## src/rtl/ubds_pkg.sv

```systemverilog
package ubds_pkg;

  // Field widths
  localparam int unsigned KHZ_W   = 16;
  localparam int unsigned BAUD_W  = 23;
  localparam int unsigned RATIO_W = 6;
  localparam int unsigned BDIV_W  = 13;

  // Datapath widths: clock in Hz fits 26 bits, baud * ratio fits 28 bits
  localparam int unsigned NUM_W = 26;
  localparam int unsigned DEN_W = 28;
  localparam int unsigned CNT_W = $clog2(NUM_W);
  localparam int unsigned DIV_W = 24;  // clock / (baud * 4) stays below 2^24
  localparam int unsigned LIM_W = 18;  // (baud / 100) * 3

  localparam logic [KHZ_W-1:0]   CLK_KHZ_MIN   = 16'd32;
  localparam logic [KHZ_W-1:0]   CLK_KHZ_MAX   = 16'd50000;
  localparam logic [RATIO_W-1:0] RATIO_MIN     = 6'd4;
  localparam logic [RATIO_W-1:0] RATIO_MAX     = 6'd32;
  localparam logic [RATIO_W-1:0] BOTH_EDGE_MAX = 6'd8;
  localparam int unsigned        KHZ_TO_HZ     = 1000;
  localparam int unsigned        PCT_DIV       = 100;
  localparam int unsigned        PCT_LIMIT     = 3;

  typedef enum logic [1:0] {
    ST_OK        = 2'd0,
    ST_BAD_CLOCK = 2'd1,
    ST_BAD_ERROR = 2'd2,
    ST_DIV_WIDE  = 2'd3
  } status_e;

  typedef enum logic [3:0] {
    S_IDLE,
    S_CHECK,
    S_LIMIT_WAIT,
    S_MUL1,
    S_WAIT1,
    S_MUL2,
    S_WAIT2,
    S_UPDATE,
    S_NEXT,
    S_FINISH
  } fsm_e;

  typedef struct packed {
    logic [KHZ_W-1:0]  clock_khz;
    logic [BAUD_W-1:0] target_baud;
  } in_t;

  typedef struct packed {
    logic [RATIO_W-1:0] oversample_ratio;
    logic [BDIV_W-1:0]  baud_divisor;
    logic               both_edge;
    logic [1:0]         status;
  } out_t;

  typedef struct packed {
    logic             start;
    logic [NUM_W-1:0] dividend;
    logic [DEN_W-1:0] divisor;
  } div_req_t;

endpackage

```

## src/rtl/ubds_div.sv

```systemverilog
module ubds_div (
  input  logic                clk_i,
  input  logic                rst_ni,
  input  ubds_pkg::div_req_t  req_i,
  output logic                done_o,
  output logic [ubds_pkg::NUM_W-1:0] quotient_o
);
  import ubds_pkg::*;

  logic [NUM_W-1:0] num_q;
  logic [DEN_W-1:0] den_q;
  logic [DEN_W-1:0] rem_q;
  logic [CNT_W-1:0] cnt_q;
  logic             run_q;
  logic             done_q;

  logic [DEN_W:0]   shifted;
  logic             ge;
  logic [DEN_W:0]   diff;

  // One quotient bit per cycle, restoring form
  assign shifted = {rem_q, num_q[NUM_W-1]};
  assign ge      = shifted >= {1'b0, den_q};
  assign diff    = shifted - {1'b0, den_q};

  always_ff @(posedge clk_i or negedge rst_ni) begin
    if (!rst_ni) begin
      run_q  <= 1'b0;
      done_q <= 1'b0;
      cnt_q  <= '0;
    end else begin
      done_q <= 1'b0;
      if (req_i.start) begin
        run_q <= 1'b1;
        cnt_q <= CNT_W'(NUM_W - 1);
      end else if (run_q) begin
        if (cnt_q == '0) begin
          run_q  <= 1'b0;
          done_q <= 1'b1;
        end else begin
          cnt_q <= cnt_q - 1'b1;
        end
      end
    end
  end

  always_ff @(posedge clk_i) begin
    if (req_i.start) begin
      num_q <= req_i.dividend;
      den_q <= req_i.divisor;
      rem_q <= '0;
    end else if (run_q) begin
      rem_q <= ge ? diff[DEN_W-1:0] : shifted[DEN_W-1:0];
      num_q <= {num_q[NUM_W-2:0], ge};
    end
  end

  assign done_o     = done_q;
  assign quotient_o = num_q;

endmodule

```

## src/rtl/uart_baud_divisor_search_unit.sv

```systemverilog
// Channel  | Ports                     | Handshake
// ---------+---------------------------+------------------------------------
// request  | item_i (clock_khz, baud)  | beat taken when start & !busy
// result   | result_o (ratio, divisor, | beat shown for one cycle with done_o
//          |   both_edge, status)      |
//
// One request with a good clock and nonzero baud runs the limit division and
// then, for each of the 29 ratios, a divisor division and an achieved-rate
// division, with sequencing states around them. Each division runs on the
// shared bit-serial divider, one shift per quotient bit and then its done
// strobe. A ratio whose divisor comes out zero skips the second division.
// A bad clock shows its result straight from the check state, and a zero baud
// shows its result through the finish state. Busy drops with the strobe,
// so the next beat can be taken at the edge that ends it. Reset clears the
// sequencer and the result strobe. The receiver cannot stall; each result is
// shown exactly once.
module uart_baud_divisor_search_unit (
  input  logic           clk_i,
  input  logic           rst_ni,
  input  logic           start,
  output logic           busy,
  input  ubds_pkg::in_t  item_i,
  output ubds_pkg::out_t result_o,
  output logic           done_o
);
  import ubds_pkg::*;

  fsm_e state_q, state_d;

  // Request operands
  logic [KHZ_W-1:0]  khz_q;
  logic [BAUD_W-1:0] baud_q;
  logic [NUM_W-1:0]  clk_hz_q;

  // Search state
  logic [RATIO_W-1:0] ratio_q;
  logic [DIV_W-1:0]   div_q;
  logic [NUM_W-1:0]   err_q;
  logic [LIM_W-1:0]   limit_q;
  logic               found_q;
  logic [RATIO_W-1:0] best_ratio_q;
  logic [DIV_W-1:0]   best_div_q;
  logic [NUM_W-1:0]   best_err_q;

  // Result register
  out_t result_q, result_d;
  logic result_load;
  logic done_q;

  // Shared divider
  div_req_t         div_req;
  logic             div_done;
  logic [NUM_W-1:0] div_quot;

  logic             khz_bad;
  logic [NUM_W-1:0] baud_ext;
  logic [NUM_W-1:0] err_abs;

  ubds_div u_div (
    .clk_i      (clk_i),
    .rst_ni     (rst_ni),
    .req_i      (div_req),
    .done_o     (div_done),
    .quotient_o (div_quot)
  );

  assign khz_bad  = (khz_q < CLK_KHZ_MIN) || (khz_q > CLK_KHZ_MAX);
  assign baud_ext = NUM_W'(baud_q);
  // Error of the achieved rate against the target
  assign err_abs  = (div_quot > baud_ext) ? (div_quot - baud_ext) : (baud_ext - div_quot);

  always_ff @(posedge clk_i or negedge rst_ni) begin
    if (!rst_ni) begin
      state_q <= S_IDLE;
      done_q  <= 1'b0;
    end else begin
      state_q <= state_d;
      done_q  <= result_load;
    end
  end

  // Sequencer: next state, divider requests and result assembly
  always_comb begin
    state_d          = state_q;
    div_req.start    = 1'b0;
    div_req.dividend = clk_hz_q;
    div_req.divisor  = '0;
    result_load      = 1'b0;
    result_d         = '0;
    unique case (state_q)
      S_IDLE: begin
        if (start) state_d = S_CHECK;
      end
      S_CHECK: begin
        if (khz_bad) begin
          result_d.status = ST_BAD_CLOCK;
          result_load     = 1'b1;
          state_d         = S_IDLE;
        end else if (baud_q == '0) begin
          state_d = S_FINISH;
        end else begin
          // Limit uses the integer percent: (baud / 100) * 3
          div_req.start    = 1'b1;
          div_req.dividend = baud_ext;
          div_req.divisor  = DEN_W'(PCT_DIV);
          state_d          = S_LIMIT_WAIT;
        end
      end
      S_LIMIT_WAIT: begin
        if (div_done) state_d = S_MUL1;
      end
      S_MUL1: begin
        // divisor = clock / (baud * ratio); the divider registers the product
        div_req.start   = 1'b1;
        div_req.divisor = DEN_W'(29'(baud_q) * 29'(ratio_q));
        state_d         = S_WAIT1;
      end
      S_WAIT1: begin
        if (div_done) begin
          // Skip a ratio whose divisor comes out zero
          state_d = (div_quot == '0) ? S_NEXT : S_MUL2;
        end
      end
      S_MUL2: begin
        // achieved = clock / (ratio * divisor); the product never exceeds clock
        div_req.start   = 1'b1;
        div_req.divisor = DEN_W'(30'(ratio_q) * 30'(div_q));
        state_d         = S_WAIT2;
      end
      S_WAIT2: begin
        if (div_done) state_d = S_UPDATE;
      end
      S_UPDATE: begin
        state_d = S_NEXT;
      end
      S_NEXT: begin
        state_d = (ratio_q == RATIO_MAX) ? S_FINISH : S_MUL1;
      end
      S_FINISH: begin
        result_load = 1'b1;
        state_d     = S_IDLE;
        if (!found_q) begin
          result_d.status = ST_BAD_ERROR;
        end else begin
          result_d.oversample_ratio = best_ratio_q;
          result_d.baud_divisor     = best_div_q[BDIV_W-1:0];
          result_d.both_edge        = best_ratio_q <= BOTH_EDGE_MAX;
          if (best_err_q >= NUM_W'(limit_q)) begin
            result_d.status = ST_BAD_ERROR;
          end else if (best_div_q[DIV_W-1:BDIV_W] != '0) begin
            result_d.status = ST_DIV_WIDE;
          end else begin
            result_d.status = ST_OK;
          end
        end
      end
      default: state_d = S_IDLE;
    endcase
  end

  // Datapath registers, advanced by the sequencer state
  always_ff @(posedge clk_i) begin
    if (result_load) result_q <= result_d;
    case (state_q)
      S_IDLE: begin
        if (start) begin
          khz_q  <= item_i.clock_khz;
          baud_q <= item_i.target_baud;
        end
      end
      S_CHECK: begin
        clk_hz_q <= NUM_W'(32'(khz_q) * 32'(KHZ_TO_HZ));
        ratio_q  <= RATIO_MIN;
        found_q  <= 1'b0;
      end
      S_LIMIT_WAIT: begin
        if (div_done) limit_q <= LIM_W'(32'(div_quot) * 32'(PCT_LIMIT));
      end
      S_WAIT1: begin
        if (div_done) div_q <= div_quot[DIV_W-1:0];
      end
      S_WAIT2: begin
        if (div_done) err_q <= err_abs;
      end
      S_UPDATE: begin
        // Ties go to the later, larger ratio
        if (!found_q || (err_q <= best_err_q)) begin
          found_q      <= 1'b1;
          best_err_q   <= err_q;
          best_ratio_q <= ratio_q;
          best_div_q   <= div_q;
        end
      end
      S_NEXT: begin
        ratio_q <= ratio_q + 1'b1;
      end
      default: ;
    endcase
  end

  assign busy     = state_q != S_IDLE;
  assign done_o   = done_q;
  assign result_o = result_q;

endmodule
```

## config.mk

```make
export PLATFORM = sky130hd
export DESIGN_NAME = uart_baud_divisor_search_unit
export DESIGN_NICKNAME = d
export VERILOG_FILES = /design/src/rtl/ubds_pkg.sv /design/src/rtl/ubds_div.sv /design/src/rtl/uart_baud_divisor_search_unit.sv
export SDC_FILE = /design/constraint.sdc
export NUM_CORES = 1
export LEC_CHECK = 0
export ABC_AREA = 1
export ABC_CLOCK_PERIOD_IN_PS = 5900
export BUFFER_PORTS_ARGS = -buffer_cell sky130_fd_sc_hd__buf_4
export CORE_MARGIN = 1
export CORE_UTILIZATION = 60
export DETAILED_ROUTE_END_ITERATION = 7
export GPL_TIMING_DRIVEN = 1
export PLACE_DENSITY = 0.87
export SLEW_MARGIN = 5
export SYNTH_ARGS = -nofsm -noshare
export SYNTH_HDL_FRONTEND = slang
export SYNTH_SLANG_ARGS = --single-unit
```

## constraint.sdc

```tcl
create_clock -name clk_i -period 5.9 [get_ports clk_i]
set_input_delay 0.885 -clock clk_i [delete_from_list [all_inputs] [get_ports clk_i]]
set_output_delay 0.885 -clock clk_i [all_outputs]
set_load 0.03 [all_outputs]
```

==> results.md <==
* Status: complete, no violations
* DRC at 0
* CTS clk-pin slew, worst paths at around 60 ps
* Worst hold path type: primary input to async pin
* CP startpoint kind: flop
* Util after Layout at between 60% and 70%
* Total wire length after detailed routing at between 80 and 90 mm
* Net count after synthesis at ~4600
* Final Setup Violations at 0
* Setup repair after global routing missed its margin: no
* CP Data Arrival Time at around 5300 ps
* Post-layout nets at between 4000 and 5000
* Pin count of the biggest net entering global routing at 57
* Number of antenna violations at the first check in global routing at 1
* Placeable core area at between 50000 and 60000 µm²
* Endpoint class of the critical path: flop
* Fin Setup TNS at 0 ps
* Max FO, Critical Path at 26
* Die ar. at between 50000 and 60000 µm²
* Leading cell types by count after synthesis: sky130_fd_sc_hd__nand2_1, sky130_fd_sc_hd__inv_1, sky130_fd_sc_hd__ha_1
* Fin crit share at 84.2%
* Grt total ovfl at 0
* Clock buffers created by TritonCTS at 37
* Resized cells post-CTS at 0
* Transition time of the tightest slew-check pin at between 1000 and 1500 ps
* Number of warnings printed during yosys synthesis at 0
* Vias/cell at approximately 5.6
* Clock tree from TritonCTS: done
* First-pass iteration count of the detailed router at 7
* Most area-consuming cells after synthesis: sky130_fd_sc_hd__edfxtp_1, sky130_fd_sc_hd__fa_1, sky130_fd_sc_hd__nand2_1
* Area of the mapped netlist at 31100 µm²
* Site row count at slightly above 80
* CTS hold repair buffers at 0
* Clk sink count at about 310
* Summed area of non-filler cells in the final layout at 33400 µm²
* Critical path origin: ratio_q[1]
* Register bit total from synthesis at ~310
* Overall routing resource usage at 32.7%
* Placed cells at about 4700
* Die span in x at between 200 and 250 µm
* First-pass GRT wire length at ~140 mm
* Root buffer selected by CTS: sky130_fd_sc_hd__clkbuf_16
* Multi-input combinational cell area at ~18000 µm²
* Final Hold Fails at 0
* Achievable clock frequency at roughly 200 MHz
* Detailed router's first-iteration violation count at roughly 2500
* Final weighted congestion of routability-driven global placement at about 1.0
* Vert. Die Dim at approximately 230 µm
* Maximum count of clock buffers along a single path at 3
* Register area at between 8000 and 9000 µm²
* Post-route insts no fill at 4779
* Most used standard cell by instance count after synthesis: sky130_fd_sc_hd__nand2_1
* Worst clock skew on the final layout at roughly 38 ps
* Mean instance size in the synthesized netlist at between 7 and 8 µm²
* Number of synthesized flops with an enable pin at approximately 270
* Count of cell types in the netlist at 54
* Start of the worst register-to-register path: ratio_q[1]
* DP Area at ~32000 µm²
* Max capacitance violation total at 0
* Seq/Total Area, Yosys at between 20 and 30%
* Fin crit period at between 4000 and 5000 ps
* Average wire length per cell after detail routing at between 15 and 20 µm
* Number of filler instances in the final layout at approximately 4200
* Pins over their slew limit at 0
* Slew headroom at roughly 12%
* IO buf count at between 60 and 70
* Most used flip-flop cell after synthesis: sky130_fd_sc_hd__edfxtp_1
* Post-DP HPWL at 65.6 mm
* Post-synthesis async set-or-reset flop share at slightly below 4%
* Count of buffers added by post-CTS timing repair for setup at 0
* I/O pin count at 66
* Instance count of the mapped netlist at between 4000 and 5000
* Type of the setup path with the least slack: flop to flop
* Worst skew pair latency at slightly below 600 ps
* Layout cells sized above 1 at 4.83%
* Critical path data required time at ~6000 ps
* Vias in the first global route at between 20000 and 30000
* Area Growth Syn to Fin at 7.35%
* Top cell type's share of synthesized area at ~26%
* Cell type contributing the most total cell area after synthesis: sky130_fd_sc_hd__edfxtp_1
* Post-route ant nets at 0
* Starting density of the core at 60.7%
* H-tree level count at 2
* Via Count at 26634
## layout make-up
class                           instances  area share [%]
Clock buffer                           47            2.94
Sequential cell                       309            26.7
Antenna cell                            1         0.00749
Clock inverter                         21           0.801
Inverter                              986            11.1
Tap cell                              680            2.55
Timing Repair Buffer                   82            1.95
Multi-Input combinational cell       2653            53.9
## flip-flops by register name, summed over array words and instances, names as in the netlist, 4 cells and up
name,flops
clk_hz_q,23
best_div_q,24
state_q,4
limit_q,18
u_div.rem_q,28
u_div.cnt_q,5
err_q,26
khz_q,16
div_q,24
best_ratio_q,6
ratio_q,6
u_div.den_q,28
result_o,22
baud_q,23
u_div.quotient_o,26
best_err_q,26
## metrics by stage
step	hold WS, ps	setup slack, ps
6_report	138	933
4_1_cts	123	1060
3_5_place_dp	436	1090
3_3_place_gp	432	1140
5_1_grt	142	633
2_1_floorplan	424	1520
## cell families (layout without fill, tap and decap cells)
group	after synthesis	after routing	synth area share, %
AND/OR/NAND/NOR	1608	1608	21.4
buffers and inverters	1084	1136	13.5
adder cells (fa/ha/maj)	510	510	26.0
AO/OA/AOI/OAI	438	438	7.67
flip-flops	309	309	28.7
XOR/XNOR	97	97	2.73
other	0	1	0
## layer usage
| layer | vias to the layer above | part of all wire (%) | track usage, % |
|---|---|---|---|
| met5 | - | 0 | 0 |
| met4 | 0 | 4.5 | 14.3 |
| li1 | 12559 | - | - |
| met1 | 12444 | 39 | 42.4 |
| met2 | 1377 | 46 | 53.2 |
| met3 | 254 | 11 | 6.52 |
## critical path: stages, from the launching register on
cell	delay, ps
sky130_fd_sc_hd__edfxtp_1	1030
sky130_fd_sc_hd__nand2_1	110
sky130_fd_sc_hd__inv_1	130
sky130_fd_sc_hd__fa_1	460
sky130_fd_sc_hd__fa_1	500
sky130_fd_sc_hd__inv_1	60
sky130_fd_sc_hd__fa_1	540
sky130_fd_sc_hd__inv_1	40
sky130_fd_sc_hd__ha_1	390
sky130_fd_sc_hd__a21oi_1	250
sky130_fd_sc_hd__o21ai_0	150
sky130_fd_sc_hd__a21oi_1	150
sky130_fd_sc_hd__o21ai_0	220
sky130_fd_sc_hd__o21ai_0	530
sky130_fd_sc_hd__nand2_1	100
## final timing paths
kind / to / slack, ps / cells past startpoint
worst max-delay path: u_div.den_q[16] / 930 / 14
worst min-delay path: state_q[0] / 140 / 1
worst max register to register: u_div.den_q[16] / 930 / 14
worst min register to register: best_err_q[0] / 450 / 0
max in group asynchronous: u_div.cnt_q[3] / 5600 / 1
min in group clk_i: best_err_q[0] / 450 / 0
## cells in the final DEF, fill, tap and decap left out, drive strengths merged, types with 14 or more instances in the layout
cell type,count
fa,230
buf,82
a21oi,222
nor2,262
nand2,1042
dfxtp,28
inv,986
clkinv,14
nand3,162
xnor2,36
or2,15
xor2,61
o21bai,19
ha,280
nor3,37
nand4,60
o211ai,22
edfxtp,269
clkbuf,47
o21ai,139
nand3b,14
Power is not shown: default switching activity piles up to over one toggle a cycle in this logic, so the estimate is an artifact.
